`config.mk`:
```
export PLATFORM = sky130hd
export DESIGN_NAME = mfvn_ctrl
export DESIGN_NICKNAME = d
export VERILOG_FILES = /design/src/design/mfvn_pkg.sv /design/src/design/mfvn_ctrl.sv
export SDC_FILE = /design/constraint.sdc
export NUM_CORES = 1
export LEC_CHECK = 0
export ABC_AREA = 1
export BUFFER_PORTS_ARGS = -buffer_cell sky130_fd_sc_hd__buf_2
export CORE_MARGIN = 1
export CORE_UTILIZATION = 45
export DETAILED_ROUTE_END_ITERATION = 8
export PLACE_DENSITY = 0.73
export SLEW_MARGIN = 20
export SYNTH_ARGS = -nofsm -noshare
export SYNTH_HDL_FRONTEND = slang
export SYNTH_SLANG_ARGS = --single-unit
```
`constraint.sdc`:
```
create_clock -name clk -period 1.8 [get_ports clk]
set_input_delay 0.27 -clock clk [delete_from_list [all_inputs] [get_ports clk]]
set_output_delay 0.27 -clock clk [all_outputs]
set_load 0.01 [all_outputs]
```
`src/design/mfvn_pkg.sv`:
```
// Shared types and constants for the mesh face/vertex normal block.
package mfvn_pkg;

  localparam logic [1:0] ACT_LOAD = 2'd0;
  localparam logic [1:0] ACT_TRI  = 2'd1;
  localparam logic [1:0] ACT_READ = 2'd2;
  localparam logic [1:0] ACT_NOP  = 2'd3;

  localparam logic KIND_FACE   = 1'b0;
  localparam logic KIND_VERTEX = 1'b1;

  // Span of the 10-bit index fields.
  localparam int IDX_SPAN = 1024;
  localparam int IDX_W    = 10;

  localparam logic signed [24:0] SUM_MAX = 25'sd8388607;
  localparam logic signed [24:0] SUM_MIN = -25'sd8388608;

  typedef struct packed {
    logic [1:0]         action;
    logic [9:0]         vert_idx;
    logic signed [15:0] coord_x;
    logic signed [15:0] coord_y;
    logic signed [15:0] coord_z;
    logic [9:0]         corner_a;
    logic [9:0]         corner_b;
    logic [9:0]         corner_c;
  } in_item_t;

  typedef struct packed {
    logic               result_kind;
    logic signed [15:0] normal_x;
    logic signed [15:0] normal_y;
    logic signed [15:0] normal_z;
    logic               degenerate;
  } out_item_t;

  typedef struct packed {
    logic signed [15:0] x;
    logic signed [15:0] y;
    logic signed [15:0] z;
  } pos_t;

  typedef struct packed {
    logic signed [23:0] x;
    logic signed [23:0] y;
    logic signed [23:0] z;
  } sum_t;

  // Controller to datapath commands.
  typedef struct packed {
    logic       take;
    logic       red_step;
    logic       pos_wr;
    logic       sum_wr_zero;
    logic       clr_wr;
    logic       pos_rd;
    logic       pos_latch;
    logic       cross_mul;
    logic       cross_acc;
    logic       mag_face;
    logic       mag_sum;
    logic       shift;
    logic       sq_mul;
    logic       sq_acc;
    logic       sqrt_init;
    logic       sqrt_step;
    logic       div_init;
    logic       div_step;
    logic       div_end;
    logic       set_deg;
    logic       sum_rd;
    logic       sum_wr_acc;
    logic       emit;
    logic [1:0] sel;
    logic [1:0] sel2;
    logic [2:0] mul_idx;
    logic [2:0] acc_idx;
    logic [3:0] step;
  } dp_cmd_t;

  // Datapath to controller status.
  typedef struct packed {
    logic [1:0] act;
    logic       vec_zero;
    logic       norm_ok;
    logic       out_free;
  } dp_stat_t;

endpackage

```
`src/design/mfvn_ctrl.sv`:
```
// Sequencing state machine for the normal block.
module mfvn_ctrl
  import mfvn_pkg::*;
#(
  parameter int MAX_VERTICES = 1024
) (
  input  logic                              clk,
  input  logic                              rst_n,
  input  logic                              in_valid,
  output logic                              in_stall,
  input  dp_stat_t                          stat,
  output dp_cmd_t                           cmd,
  output logic [$clog2(MAX_VERTICES)-1:0]   clr_addr
);

  localparam int  AW       = $clog2(MAX_VERTICES);
  localparam int  CW       = (AW > 5) ? AW : 5;
  localparam bit  NEED_RED = (MAX_VERTICES < IDX_SPAN);

  typedef enum logic [4:0] {
    S_CLEAR, S_IDLE, S_REDUCE, S_DISPATCH, S_LOADW, S_PRD, S_CROSS, S_MAGF,
    S_SRD, S_MAGS, S_CHECK, S_SHIFT, S_SQ, S_SQRTI, S_SQRT, S_DIVI, S_DIV,
    S_DIVE, S_POST, S_ACCR, S_ACCW, S_EMIT
  } state_t;

  state_t        state_r, state_nxt;
  logic [CW-1:0] cnt_r, cnt_nxt;
  logic [1:0]    ci_r, ci_nxt;

  assign in_stall = (state_r != S_IDLE);
  assign clr_addr = cnt_r[AW-1:0];

  always_comb begin
    state_nxt = state_r;
    cnt_nxt   = cnt_r;
    ci_nxt    = ci_r;
    cmd       = '0;
    cmd.sel     = ci_r;
    cmd.sel2    = 2'(cnt_r[1:0] - 2'd1);
    cmd.mul_idx = cnt_r[2:0];
    cmd.acc_idx = 3'(cnt_r[2:0] - 3'd1);
    cmd.step    = 4'(4'd9 - 4'(cnt_r[3:0]));
    case (state_r)
      S_CLEAR: begin
        cmd.clr_wr = 1'b1;
        cnt_nxt    = cnt_r + 1'b1;
        if (cnt_r == CW'(MAX_VERTICES - 1)) begin
          cnt_nxt   = '0;
          state_nxt = S_IDLE;
        end
      end
      S_IDLE: begin
        if (in_valid) begin
          cmd.take  = 1'b1;
          cnt_nxt   = '0;
          state_nxt = NEED_RED ? S_REDUCE : S_DISPATCH;
        end
      end
      S_REDUCE: begin
        cmd.red_step = 1'b1;
        cnt_nxt      = cnt_r + 1'b1;
        if (cnt_r == CW'(IDX_W - 1)) begin
          cnt_nxt   = '0;
          state_nxt = S_DISPATCH;
        end
      end
      S_DISPATCH: begin
        cnt_nxt = '0;
        ci_nxt  = '0;
        case (stat.act)
          ACT_LOAD: state_nxt = S_LOADW;
          ACT_TRI:  state_nxt = S_PRD;
          ACT_READ: state_nxt = S_SRD;
          default:  state_nxt = S_IDLE;
        endcase
      end
      S_LOADW: begin
        cmd.pos_wr      = 1'b1;
        cmd.sum_wr_zero = 1'b1;
        state_nxt       = S_IDLE;
      end
      S_PRD: begin
        cmd.sel       = cnt_r[1:0];
        cmd.pos_rd    = (cnt_r < CW'(3));
        cmd.pos_latch = (cnt_r != '0);
        cnt_nxt       = cnt_r + 1'b1;
        if (cnt_r == CW'(3)) begin
          cnt_nxt   = '0;
          state_nxt = S_CROSS;
        end
      end
      S_CROSS: begin
        cmd.cross_mul = (cnt_r < CW'(6));
        cmd.cross_acc = (cnt_r != '0);
        cnt_nxt       = cnt_r + 1'b1;
        if (cnt_r == CW'(6)) begin
          cnt_nxt   = '0;
          state_nxt = S_MAGF;
        end
      end
      S_MAGF: begin
        cmd.mag_face = 1'b1;
        state_nxt    = S_CHECK;
      end
      S_SRD: begin
        cmd.sel    = 2'd0;
        cmd.sum_rd = 1'b1;
        state_nxt  = S_MAGS;
      end
      S_MAGS: begin
        cmd.mag_sum = 1'b1;
        state_nxt   = S_CHECK;
      end
      S_CHECK: begin
        if (stat.vec_zero) begin
          cmd.set_deg = 1'b1;
          state_nxt   = S_POST;
        end else begin
          state_nxt = S_SHIFT;
        end
      end
      S_SHIFT: begin
        if (stat.norm_ok) begin
          cnt_nxt   = '0;
          state_nxt = S_SQ;
        end else begin
          cmd.shift = 1'b1;
        end
      end
      S_SQ: begin
        cmd.sq_mul = (cnt_r < CW'(3));
        cmd.sq_acc = (cnt_r != '0);
        cnt_nxt    = cnt_r + 1'b1;
        if (cnt_r == CW'(3)) begin
          cnt_nxt   = '0;
          state_nxt = S_SQRTI;
        end
      end
      S_SQRTI: begin
        cmd.sqrt_init = 1'b1;
        cnt_nxt       = '0;
        state_nxt     = S_SQRT;
      end
      S_SQRT: begin
        cmd.sqrt_step = 1'b1;
        cnt_nxt       = cnt_r + 1'b1;
        if (cnt_r == CW'(31)) begin
          cnt_nxt   = '0;
          ci_nxt    = '0;
          state_nxt = S_DIVI;
        end
      end
      S_DIVI: begin
        cmd.div_init = 1'b1;
        cnt_nxt      = '0;
        state_nxt    = S_DIV;
      end
      S_DIV: begin
        cmd.div_step = 1'b1;
        cnt_nxt      = cnt_r + 1'b1;
        if (cnt_r == CW'(14)) begin
          cnt_nxt   = '0;
          state_nxt = S_DIVE;
        end
      end
      S_DIVE: begin
        cmd.div_end = 1'b1;
        if (ci_r == 2'd2) begin
          state_nxt = S_POST;
        end else begin
          ci_nxt    = ci_r + 2'd1;
          state_nxt = S_DIVI;
        end
      end
      S_POST: begin
        ci_nxt    = '0;
        state_nxt = (stat.act == ACT_TRI) ? S_ACCR : S_EMIT;
      end
      S_ACCR: begin
        cmd.sum_rd = 1'b1;
        state_nxt  = S_ACCW;
      end
      S_ACCW: begin
        cmd.sum_wr_acc = 1'b1;
        if (ci_r == 2'd2) begin
          state_nxt = S_EMIT;
        end else begin
          ci_nxt    = ci_r + 2'd1;
          state_nxt = S_ACCR;
        end
      end
      S_EMIT: begin
        if (stat.out_free) begin
          cmd.emit  = 1'b1;
          state_nxt = S_IDLE;
        end
      end
      default: state_nxt = S_IDLE;
    endcase
  end

  always_ff @(posedge clk) begin
    if (!rst_n) begin
      state_r <= S_CLEAR;
      cnt_r   <= '0;
      ci_r    <= '0;
    end else begin
      state_r <= state_nxt;
      cnt_r   <= cnt_nxt;
      ci_r    <= ci_nxt;
    end
  end

endmodule

```
Word level (Yosys, flattened, before mapping)
Index checks and enable logic that the tools add are counted.
{ "op_classes": {"n_addsub": 5, "order_cmp": 2, "eq_ne": 42, "muxes": 52, "reduce_logical": 14} }
{ "ops": {"columns": ["cell", "count"], "rows": [
  ["$pmux W5 S20", 1],
  ["$pmux W10 S9", 1],
  ["$mux W10", 8],
  ["$mux W5", 12],
  ["$eq A5 B4 Y1 const B", 8],
  ["$eq A5 B5 Y1 const B", 6],
  ["$ne A2 B2 Y1 const B", 11],
  ["$eq A10 B4 Y1 const B", 2],
  ["$eq A5 B3 Y1 const B", 4],
  ["$mux W1", 19],
  ["$mux W2", 6],
  ["$pmux W4 S3", 1],
  ["$add A10 B1 Y10 const B", 1],
  ["$eq A10 B10 Y1 const B", 1],
  ["$eq A10 B2 Y1 const B", 1],
  ["$eq A10 B3 Y1 const B", 1],
  ["$eq A10 B5 Y1 const B", 1],
  ["$eq A5 B2 Y1 const B", 2],
  ["$lt A10 B2 Y1 const B", 1],
  ["$lt A10 B3 Y1 const B", 1],
  ["$reduce_and A10 Y1", 1],
  ["$reduce_bool A10 Y1", 1],
  ["$reduce_or A2 Y1", 5],
  ["$reduce_bool A9 Y1", 1],
  ["16 further kinds", 19]
]} }
{ "word_totals": {"register_bits": 17, "inputBits": 8, "output_inout_bits": 48, "elab_cells": 118} }

Logic depth before layout (Yosys ltp)
{ "logic_depth": {"ltp_word": 4, "mapped_depth": 13, "ltp_nobuf": 13} }

Worst setup path before layout
No wires, ideal clock.
{ "synth_timing": {"path_type": "register to register", "from": "register cnt_r[1] (netlist: clr_addr[1])", "to": "register state_r[2]", "setup_time_ns": 0.118, "t_arrival_ns": 1.724, "t_required_ns": 1.682, "setup_slack_ns": -0.042, "stages_incl_launch_ff": 11, "path_buffers": 0, "period_less_slack_ns": 1.842, "path_cell_list": "dfxtp_1 ha_1 inv_1 nor2_2 nand4_1 nand2_1 o21ai_0 nor2_1 nand2_2 o21ai_1 nor2_1"} }
{ "synth_between": {"elab_chain_cells": 3, "word_cells_on_any_way": 14, "cone_classes": "eq/ne: 13; reduce/logical: 1"} }
{ "synth_lines": {"columns": ["item", "line_no", "text"], "rows": [
  ["from (decl)", "mfvn_ctrl.sv:27", "logic [CW-1:0] cnt_r, cnt_nxt;"],
  ["from (signal assigned)", "mfvn_ctrl.sv:209", "cnt_r <= cnt_nxt;"],
  ["$eq A10 B4 Y1, or another cell as far along", "mfvn_ctrl.sv:161", "if (cnt_r == CW'(14)) begin"],
  ["$ne A2 B2 Y1 (no line)", null, null],
  ["$reduce_and A10 Y1 (no line) *", null, null],
  ["to (signal assigned)", "mfvn_ctrl.sv:208", "state_r <= state_nxt;"],
  ["to (decl)", "mfvn_ctrl.sv:26", "state_t state_r, state_nxt;"]
]} }
Every way passes the cells marked *; elsewhere a longest branch is shown, timed or not.
A chain may end at the register's enable or synchronous reset.

Worst setup path in the final report
{ "layout_timing": {"from": "register cnt_r[1] (netlist: clr_addr[1])", "to": "register cnt_r[0] (netlist: clr_addr[0])"} }
{ "layout_between": {"elab_chain_cells": 3, "word_cells_on_any_way": 13, "cone_classes": "eq/ne: 6; mux: 7"} }
{ "layout_lines": {"columns": ["item", "line_no", "text"], "rows": [
  ["$eq A10 B4 Y1, or another cell as far along", "mfvn_ctrl.sv:161", null],
  ["$mux W10, or another cell as far along", "mfvn_ctrl.sv:161", null],
  ["$pmux W10 S9 *", "mfvn_ctrl.sv:43", "case (state_r)"]
]} }
Marks and branches as above.

==> impl_metrics.tcl <==
set metrics [dict create \
    timing.final.crit_share_pct 99.0 \
    hp-class "in2reg" \
    place_area_um2 2640 \
    die_x_um 70.0 \
    maxCapViolations 0 \
    holdPathStages 3 \
    postLayoutCoreUtil_pct 70.0 \
    synth_area_um2 2080 \
    maxSlewViolCount 0 \
    required_ns 1.96 \
    slew_headroom_pct 72.1 \
    dieArea_um2 4900 \
    holdWs_ns 0.287 \
    routed_wl_um 7350 \
    dp.cells 514 \
    synthMuxAreaShare_pct 0 \
    cp-end-kind "flop" \
    ys_ff_latch 17 \
    drt-initial-drc-count 317 \
    synth-adder-area-share_pct 4.81 \
    setup_viol 0 \
    tightest_slew_ns 0.417 \
    drtAntennaViolNets 0 \
    tns_ns 0 \
    dp_slack_ns -0.131 \
    vias 2882 \
    cts_num_sinks 17 \
    p_clk_share_pct 9.5 \
    startpoint_type "flop" \
    netSwitchingPower_mw 1.71 \
    layout-drive-gt1-share_pct 42.7 \
    status "complete, no violations" \
    wire_per_inst_um 13.8 \
    hpwl_um 5320 \
    synth_cells 380 \
    num-fill-cells 408 \
    cts-root-buf "clkbuf_8" \
    arrival_ns 1.94 \
    synth_top_family_by_area "simple AND/OR/NAND/NOR gates" \
    max-vdd-ir-drop_uv 896 \
    swShare_pct 51.1 \
    initial_core_util_pct 47.4 \
    fin_area_um2 3070 \
    final_cells 534 \
    rsz0062_at_grt "yes" \
    drc 0 \
    synthSimpleGateAreaFrac_pct 52.5 \
    cts.clk_slew.worst_paths_ns 0.08 \
    die_y_um 70.0 \
    portBuffers 55 \
    diodes 0 \
    grt.total_usage_pct 28.3 \
    ff2ff_path_depth 13 \
    first_pass_iters 5 \
    h-tree-depth 1 \
    overflow 0 \
    hold_viol 0 \
    grt_pass1_wl_um 11300 \
    avgSynthCellArea_um2 5.47 \
    cts_buffer_depth 2 \
    fin_nets 499 \
    antenna_found_initial 0 \
    power_frac_comb_pct 74.3 \
    setup_ws_ns 0.0177 \
    syn-num-nets 396 \
    yosys.cell_types.count 30 \
    cts_tree "yes" \
    syn_to_final_growth_pct 47.5 \
    synthXorXnorAreaFrac_pct 1.26 \
    p_leak_nw 1.70 \
    p_seq_share_pct 16.2 \
    yosysWarnings 0 \
    ios 56 \
    p_int_mw 1.64 \
    rows 24 \
    numCtsBuffers 3 \
    fin_skew_ns 0.00115 \
    synth_compound_area_share_pct 9.27 \
    grt_max_degree 12 \
    gp_congestion 0.964 \
    yosysSeqAreaShare_pct 16.4 \
    clk_latency_ns 0.26 \
    finalPower_mw 3.34 \
    core_region_area_um2 4380 \
    ctsHoldBuffers 0 \
    viasPerCell 5.40 \
    power_density_nw_per_um2 1090 \
    critPathKind "reg2reg" \
    first_global_vias 2445 \
    cp_max_fo 4 \
    max_freq_ghz 0.561 \
    period_needed_ns 1.78 \
]
==> routing by layer <==
layer,routed length [um],vias up,global-route usage (%)
met5,0,-,0
met4,165,0,8.22
met3,564,22,4.47
met2,3590,158,45.4
met1,3030,1302,38.8
li1,-,1400,-
==> cell usage after synthesis <==
library cell / count / area, um2
ha_1: 8 / 100
o211ai_1: 1 / 7.51
o21ai_0: 16 / 80.1
and3_1: 1 / 6.26
nor2_4: 2 / 22.5
nand2_2: 5 / 31.3
nand2_1: 95 / 357
xor2_1: 3 / 26.3
nor3_1: 5 / 25.0
a41oi_1: 1 / 8.76
o31ai_1: 1 / 7.51
clkinv_1: 1 / 3.75
inv_2: 6 / 22.5
inv_6: 1 / 8.76
nor2_1: 69 / 259
or2_1: 1 / 6.26
or3_1: 1 / 6.26
nor2_2: 4 / 25.0
dfxtp_1: 17 / 340
buf_2: 3 / 15.0
nand4_1: 5 / 31.3
buf_4: 11 / 82.6
inv_1: 48 / 180
nand2_4: 2 / 22.5
o21ai_1: 3 / 15.0
o21ai_2: 1 / 8.76
a21oi_1: 13 / 65.1
nand3_2: 5 / 50.1
buf_8: 1 / 15.0
nand3_1: 50 / 250
==> critical path, cell delays in order (launching register included) <==
cell and delay (ns):
dfxtp_4 0.37, buf_6 0.10, ha_4 0.15, inv_4 0.04, nor2_4 0.13, nand4_1 0.17, nand2_2 0.15, nand2_2 0.08
inv_1 0.07, nand3_2 0.09, nand2_1 0.09, nand2_1 0.06, nand2_2 0.11, nor2_1 0.07
==> area by class of cell <==
| type | instances | area [um2] | share of cell area [%] |
|---|---|---|---|
| multi-input cells | 293 | 1640 | 53.3 |
| repair buffers | 112 | 734 | 23.9 |
| flip-flops and latches | 17 | 365 | 11.9 |
| inverters | 56 | 223 | 7.26 |
| well taps | 52 | 65.1 | 2.12 |
| clock buffers | 4 | 45.0 | 1.47 |
==> registers in the layout (all words and copies together), names as in the netlist <==
name      flops
state_r       5
ci_r          2
clr_addr     10
==> layout by cell type, fill, tap and decap left out, types with 3 or more instances in the layout <==
master and count:
a21oi_1 12, buf_2 55, buf_4 51, buf_6 5, clkbuf_8 3, dfxtp_1 7
dfxtp_2 5, dfxtp_4 5, ha_1 6, inv_1 40, inv_2 11, inv_4 3
nand2_1 82, nand2_2 17, nand3_1 43, nand3_2 12, nand4_1 5, nor2_1 54
nor2_2 12, nor2_4 10, nor3_1 4, o21ai_0 7, o21ai_1 6, o21ai_2 7
xor2_1 3
==> power groups by stage <==
stage	clock network (mW)	logic (mW)	registers, mW
final	0.316	2.48	0.541
after global routing	0.335	2.68	0.551
after CTS	0.317	2.04	0.515
after detailed placement	0	1.92	0.514
after global placement	0	1.90	0.511
after floorplan	0	1.31	0.512
==> what timing repair did <==
action,CTS,global route
endpoints found under the setup margin,19,28
pin swaps,5,26
gates cloned,0,1
resized for setup,17,80
buffers inserted,6,9
==> cells by family (layout without fill, tap and decap cells) <==
| group | Yosys count | in the layout |
|---|---|---|
| xor gates and xnor gates | 3 | 3 |
| DFF | 17 | 17 |
| buffers and inverters | 71 | 172 |
| AOI/OAI and AO/OA | 36 | 36 |
| and+or+nand+nor | 245 | 246 |
| adders and majority gates | 8 | 8 |
==> worst paths after layout <==
path / from / endpoint / slack [ns]
worst max-delay path: clr_addr[1] / clr_addr[0] / 0.02
worst min-delay path: rst_n / clr_addr[4] / 0.29
worst max register to register: clr_addr[1] / clr_addr[0] / 0.02
worst min register to register: ci_r[1] / ci_r[1] / 0.55
No activity file was read; power rests on OpenSTA's default activity.
